==> config.mk <==
export PLATFORM = sky130hd
export DESIGN_NAME = nca_ctrl
export DESIGN_NICKNAME = d
export VERILOG_FILES = /design/src/rtl/nca_pkg.sv /design/src/rtl/nca_ctrl.sv
export SDC_FILE = /design/constraint.sdc
export NUM_CORES = 1
export LEC_CHECK = 0
export BUFFER_PORTS_ARGS = -buffer_cell sky130_fd_sc_hd__buf_2
export CAP_MARGIN = 5
export CORE_AREA = 2 2 39 41
export CTS_CLUSTER_DIAMETER = 150
export CTS_CLUSTER_SIZE = 40
export DETAILED_ROUTE_END_ITERATION = 8
export DIE_AREA = 0 0 41 43
export GPL_TIMING_DRIVEN = 1
export SLEW_MARGIN = 20
export SYNTH_ARGS = -nofsm -noshare
export SYNTH_HDL_FRONTEND = slang
export SYNTH_SLANG_ARGS = --single-unit
==> constraint.sdc <==
create_clock -name clk -period 3.15 [get_ports clk]
set_input_delay 0.4725 -clock clk [delete_from_list [all_inputs] [get_ports clk]]
set_output_delay 0.4725 -clock clk [all_outputs]
set_load 0.1 [all_outputs]
==> src/rtl/nca_pkg.sv <==
// shared constants and control types for the nearest center assignment block
`default_nettype none

package nca_pkg;

    // table geometry
    localparam int MAX_CENTERS = 16;
    localparam int MAX_DIMS    = 16;
    localparam int TABLE_DEPTH = MAX_CENTERS * MAX_DIMS;

    // derived widths
    localparam int CIDX_W = (MAX_CENTERS > 1) ? $clog2(MAX_CENTERS) : 1;
    localparam int ADDR_W = (TABLE_DEPTH > 1) ? $clog2(TABLE_DEPTH) : 1;

    // fixed field widths
    localparam int IDX_W   = 4;
    localparam int VAL_W   = 16;
    localparam int CFG_W   = 5;
    localparam int LABEL_W = 4;
    localparam int SUM_W   = 40;
    localparam int DIFF_W  = VAL_W + 1;
    localparam int SQ_W    = 2 * DIFF_W;

    // request codes
    localparam logic CMD_LOAD   = 1'b0;
    localparam logic CMD_SAMPLE = 1'b1;

    // controller to datapath
    typedef struct packed {
        logic write;     // store a center element
        logic capture;   // latch a sample element, restart center count
        logic issue;     // start one center through the distance pipeline
        logic load_out;  // move the winner to the output, clear the sums
    } nca_cmd_t;

    // datapath to controller
    typedef struct packed {
        logic k_last;     // center being issued is the last active one
        logic pipe_busy;  // distance pipeline holds work
        logic item_last;  // captured sample element closes the sample
        logic out_full;   // output register holds an untaken result
    } nca_status_t;

endpackage

`default_nettype wire

==> src/rtl/nca_ctrl.sv <==
// controller state machine for the nearest center assignment block
`default_nettype none

module nca_ctrl (
    input  wire logic                 clk,
    input  wire logic                 rst_n,
    input  wire logic                 in_valid,
    input  wire logic                 command,
    input  wire logic                 out_ready,
    input  wire nca_pkg::nca_status_t status,
    output logic                      in_ready,
    output nca_pkg::nca_cmd_t         cmd
);
    import nca_pkg::*;

    typedef enum logic [3:0] {
        ST_IDLE   = 4'b0001,
        ST_SWEEP  = 4'b0010,
        ST_DRAIN  = 4'b0100,
        ST_FINISH = 4'b1000
    } nca_state_t;

    nca_state_t state_reg;
    nca_state_t state_next;
    logic       accept;

    assign in_ready = (state_reg == ST_IDLE);
    assign accept   = in_valid && in_ready;

    // next state and commands
    always_comb
    begin
        state_next   = state_reg;
        cmd.write    = 1'b0;
        cmd.capture  = 1'b0;
        cmd.issue    = 1'b0;
        cmd.load_out = 1'b0;
        unique case (state_reg)
            ST_IDLE:
            begin
                if (accept)
                begin
                    if (command == CMD_SAMPLE)
                    begin
                        cmd.capture = 1'b1;
                        state_next  = ST_SWEEP;
                    end
                    else
                    begin
                        cmd.write = 1'b1;
                    end
                end
            end
            ST_SWEEP:
            begin
                cmd.issue = 1'b1;
                if (status.k_last)
                begin
                    state_next = ST_DRAIN;
                end
            end
            ST_DRAIN:
            begin
                if (!status.pipe_busy)
                begin
                    state_next = status.item_last ? ST_FINISH : ST_IDLE;
                end
            end
            ST_FINISH:
            begin
                if (!status.out_full || out_ready)
                begin
                    cmd.load_out = 1'b1;
                    state_next   = ST_IDLE;
                end
            end
            default:
            begin
                state_next = ST_IDLE;
            end
        endcase
    end

    // state register
    always_ff @(posedge clk or negedge rst_n)
    begin
        if (!rst_n)
        begin
            state_reg <= ST_IDLE;
        end
        else
        begin
            state_reg <= state_next;
        end
    end

endmodule

`default_nettype wire

==> impl_metrics.tcl <==
set metrics [dict create \
    clock_latency_ns 0.24 \
    overflow 0 \
    first_pass_iters 2 \
    setup.worst_path.end_class "output pin" \
    status "finished, final reports clean" \
    cp_slowest_stage_delay_ns 0.53 \
    synth_mux_area_frac 0.04428 \
    ys_ff_latch 4 \
    cts_sinks 4 \
    slowest_stage "or4b_4" \
    grt_pass1_wl_um 1083 \
    cts_root_buf "clkbuf_4" \
    synth_adder_area_share 0 \
    setup_violations 0 \
    ant_nets 0 \
    maxCapViolations 0 \
    synth_xor_area_frac 0 \
    worstPathRequired_ns 2.68 \
    startpoint_type "flop" \
    peakVddDrop_uv 552.5 \
    rsz0062_at_grt "no" \
    grt_pass1_vias 263 \
    io_buffers 13 \
    wl_per_cell_um 11.13 \
    finClkSkew_ns 0.004004 \
    cp_data_arrival_time_ns 1.82 \
    r2r_cells 4 \
    drt-total-wl_um 746 \
    synth_cells 35 \
    grt_util_all_layers 0.09739 \
    crit_family "simple AND/OR/NAND/NOR gates" \
    post-route-util 0.3255 \
    worstSetupPathType "flop to output pin" \
    dr.first_iter.drc_count 3 \
    areaGrowthSynthToFinish_pct 32.84 \
    antenna_found_initial 0 \
    leakage_uw 0.0002355 \
    grt_max_degree 11 \
    dp_hpwl_um 599.6 \
    cts_max_level 1 \
    maxSlewHeadroom 0.6776 \
    fp.dieH_um 43 \
    powerDensity_nw_per_um2 1050 \
    vias 310 \
    drive_gt1_frac 0.4902 \
    worstHoldPathType "primary input to asynchronous set/reset pin" \
    place_congestion 0.6982 \
    die_w_um 41 \
    yosys.area_share.simple 0.4059 \
    synthesis.nets 44 \
    initial_utilization 0.2450 \
    path_depth 3 \
    io-pin-count 14 \
    synth_compound_area_frac 0.1956 \
    crit_chain "or4b_4 > a21oi_1 > buf_2" \
    clk_pin_slew_ns 0.04 \
    dieArea_um2 1763 \
    critPathMaxFanout 10 \
    num_rows 14 \
    clockBufferDepth 2 \
    postCtsSetupBuffers 0 \
    ctsHoldBuffers 0 \
    tns_ns 0 \
    viasPerCell 4.627 \
    finalMaxSlewViolations 0 \
    numCtsBuffers 3 \
    syn_avg_cell_area_um2 9.688 \
    path_buf_inv 1 \
    worst_slew_pin_slew_ns 0.4869 \
    cts_tree "built" \
    hold_slack_ns 0.02742 \
    design.core.area_um2 1384 \
    ys_seq_area_frac 0.2989 \
    fin_nets 61 \
    ys_types 22 \
    fin_crit_sh 0.7264 \
    drc 0 \
    antenna_cells 0 \
    fmax_mhz 437.0 \
    mappedNetlistArea_um2 339.1 \
    synth_top_family_by_area "simple AND/OR/NAND/NOR gates" \
    largest_reg_flops 4 \
    finalCriticalPeriod_ns 2.288 \
    yosys_warnings 0 \
    cts_resized 0 \
    finalHoldViolCount 0 \
]
## per-layer routing
layer / up-vias / wire length [um] / global-route usage / share of wire
met5: - / 0 / 0 / 0
met2: 10 / 343 / 0.1344 / 0.46
met3: 2 / 47 / 0.03665 / 0.063
met1: 137 / 343 / 0.1125 / 0.46
met4: 0 / 11 / 0.08000 / 0.015
li1: 161 / - / - / -
## power by group
group / switching (uW) / leakage [uW] / internal [uW] / total [uW]
registers: 37.0 / 0.0000511 / 74.0 / 111
clock network: 25.0 / 0.0000150 / 47.8 / 72.8
logic: 190 / 0.000169 / 98.9 / 289
## cell type report
class,count,area (um2)
tap,16,20.02
fill,144,933.4
clock buffer,4,26.28
inverter,2,7.507
timing repair buffer,13,65.06
multi-input combinational,28,230.2
sequential,4,101.3
## logic make-up (layout without fill, tap and decap cells)
logic type             after synthesis  count (layout)
AND/OR/NAND/NOR                     19              19
AO/OA/AOI/OAI                        8               8
flip-flops                           4               4
buffers and inverters                3              19
multiplexers                         1               1
## cell usage after synthesis (all sizes together)
cell type	n	area, um2
nand2	4	15.01
dfrtp	3	75.07
nand2b	3	18.77
nor2	3	11.26
a21oi	2	10.01
a41oi	2	17.52
inv	2	7.510
nand3b	2	27.53
o21bai	2	15.01
and3	1	6.260
and3b	1	10.01
buf	1	11.26
dfstp	1	26.28
mux2	1	15.01
nor3b	1	7.510
nor4	1	6.260
nor4b	1	15.01
o2111ai	1	15.01
o21ai	1	8.760
or3	1	6.260
or4b	1	13.76
## path summary, 6_finish.rpt
| check | start | endpoint | slack (ns) |
|---|---|---|---|
| worst min register to register | state_reg[0] | state_reg[0] | 0.67 |
| worst max-delay path | state_reg[2] | cmd[0] | 0.86 |
| worst max register to register | state_reg[2] | state_reg[0] | 1.45 |
| max in group asynchronous | rst_n | state_reg[0] | 2.91 |
| min in group clk | status[3] | state_reg[1] | 0.47 |
| worst min-delay path | rst_n | state_reg[1] | 0.03 |
## stage by stage
| stage | instances | power [uW] | setup WS (ns) | instance area [um2] |
|---|---|---|---|---|
| after floorplan | 35 | 363.9 | 0.02205 | 350.3 |
| after global placement | 63 | 400.0 | 1.136 | 424.2 |
| after detailed placement | 63 | 403.2 | 1.113 | 424.2 |
| after CTS | 67 | 479.0 | 0.8571 | 450.4 |
| after global routing | 67 | 506.8 | 0.7461 | 450.4 |
| final | 67 | 472.8 | 0.8617 | 450.4 |
## placed cells by master (no fill, tap or decap), drive strengths merged
master and instances:
a21oi 2, a41oi 2, and3 1, and3b 1
buf 13, clkbuf 4, dfrtp 3, dfstp 1
inv 2, mux2 1, nand2 4, nand2b 3
nand3b 2, nor2 3, nor3b 1, nor4 1
nor4b 1, o2111ai 1, o21ai 1, o21bai 2
or3 1, or4b 1
Power figures use the tool's default switching activity.
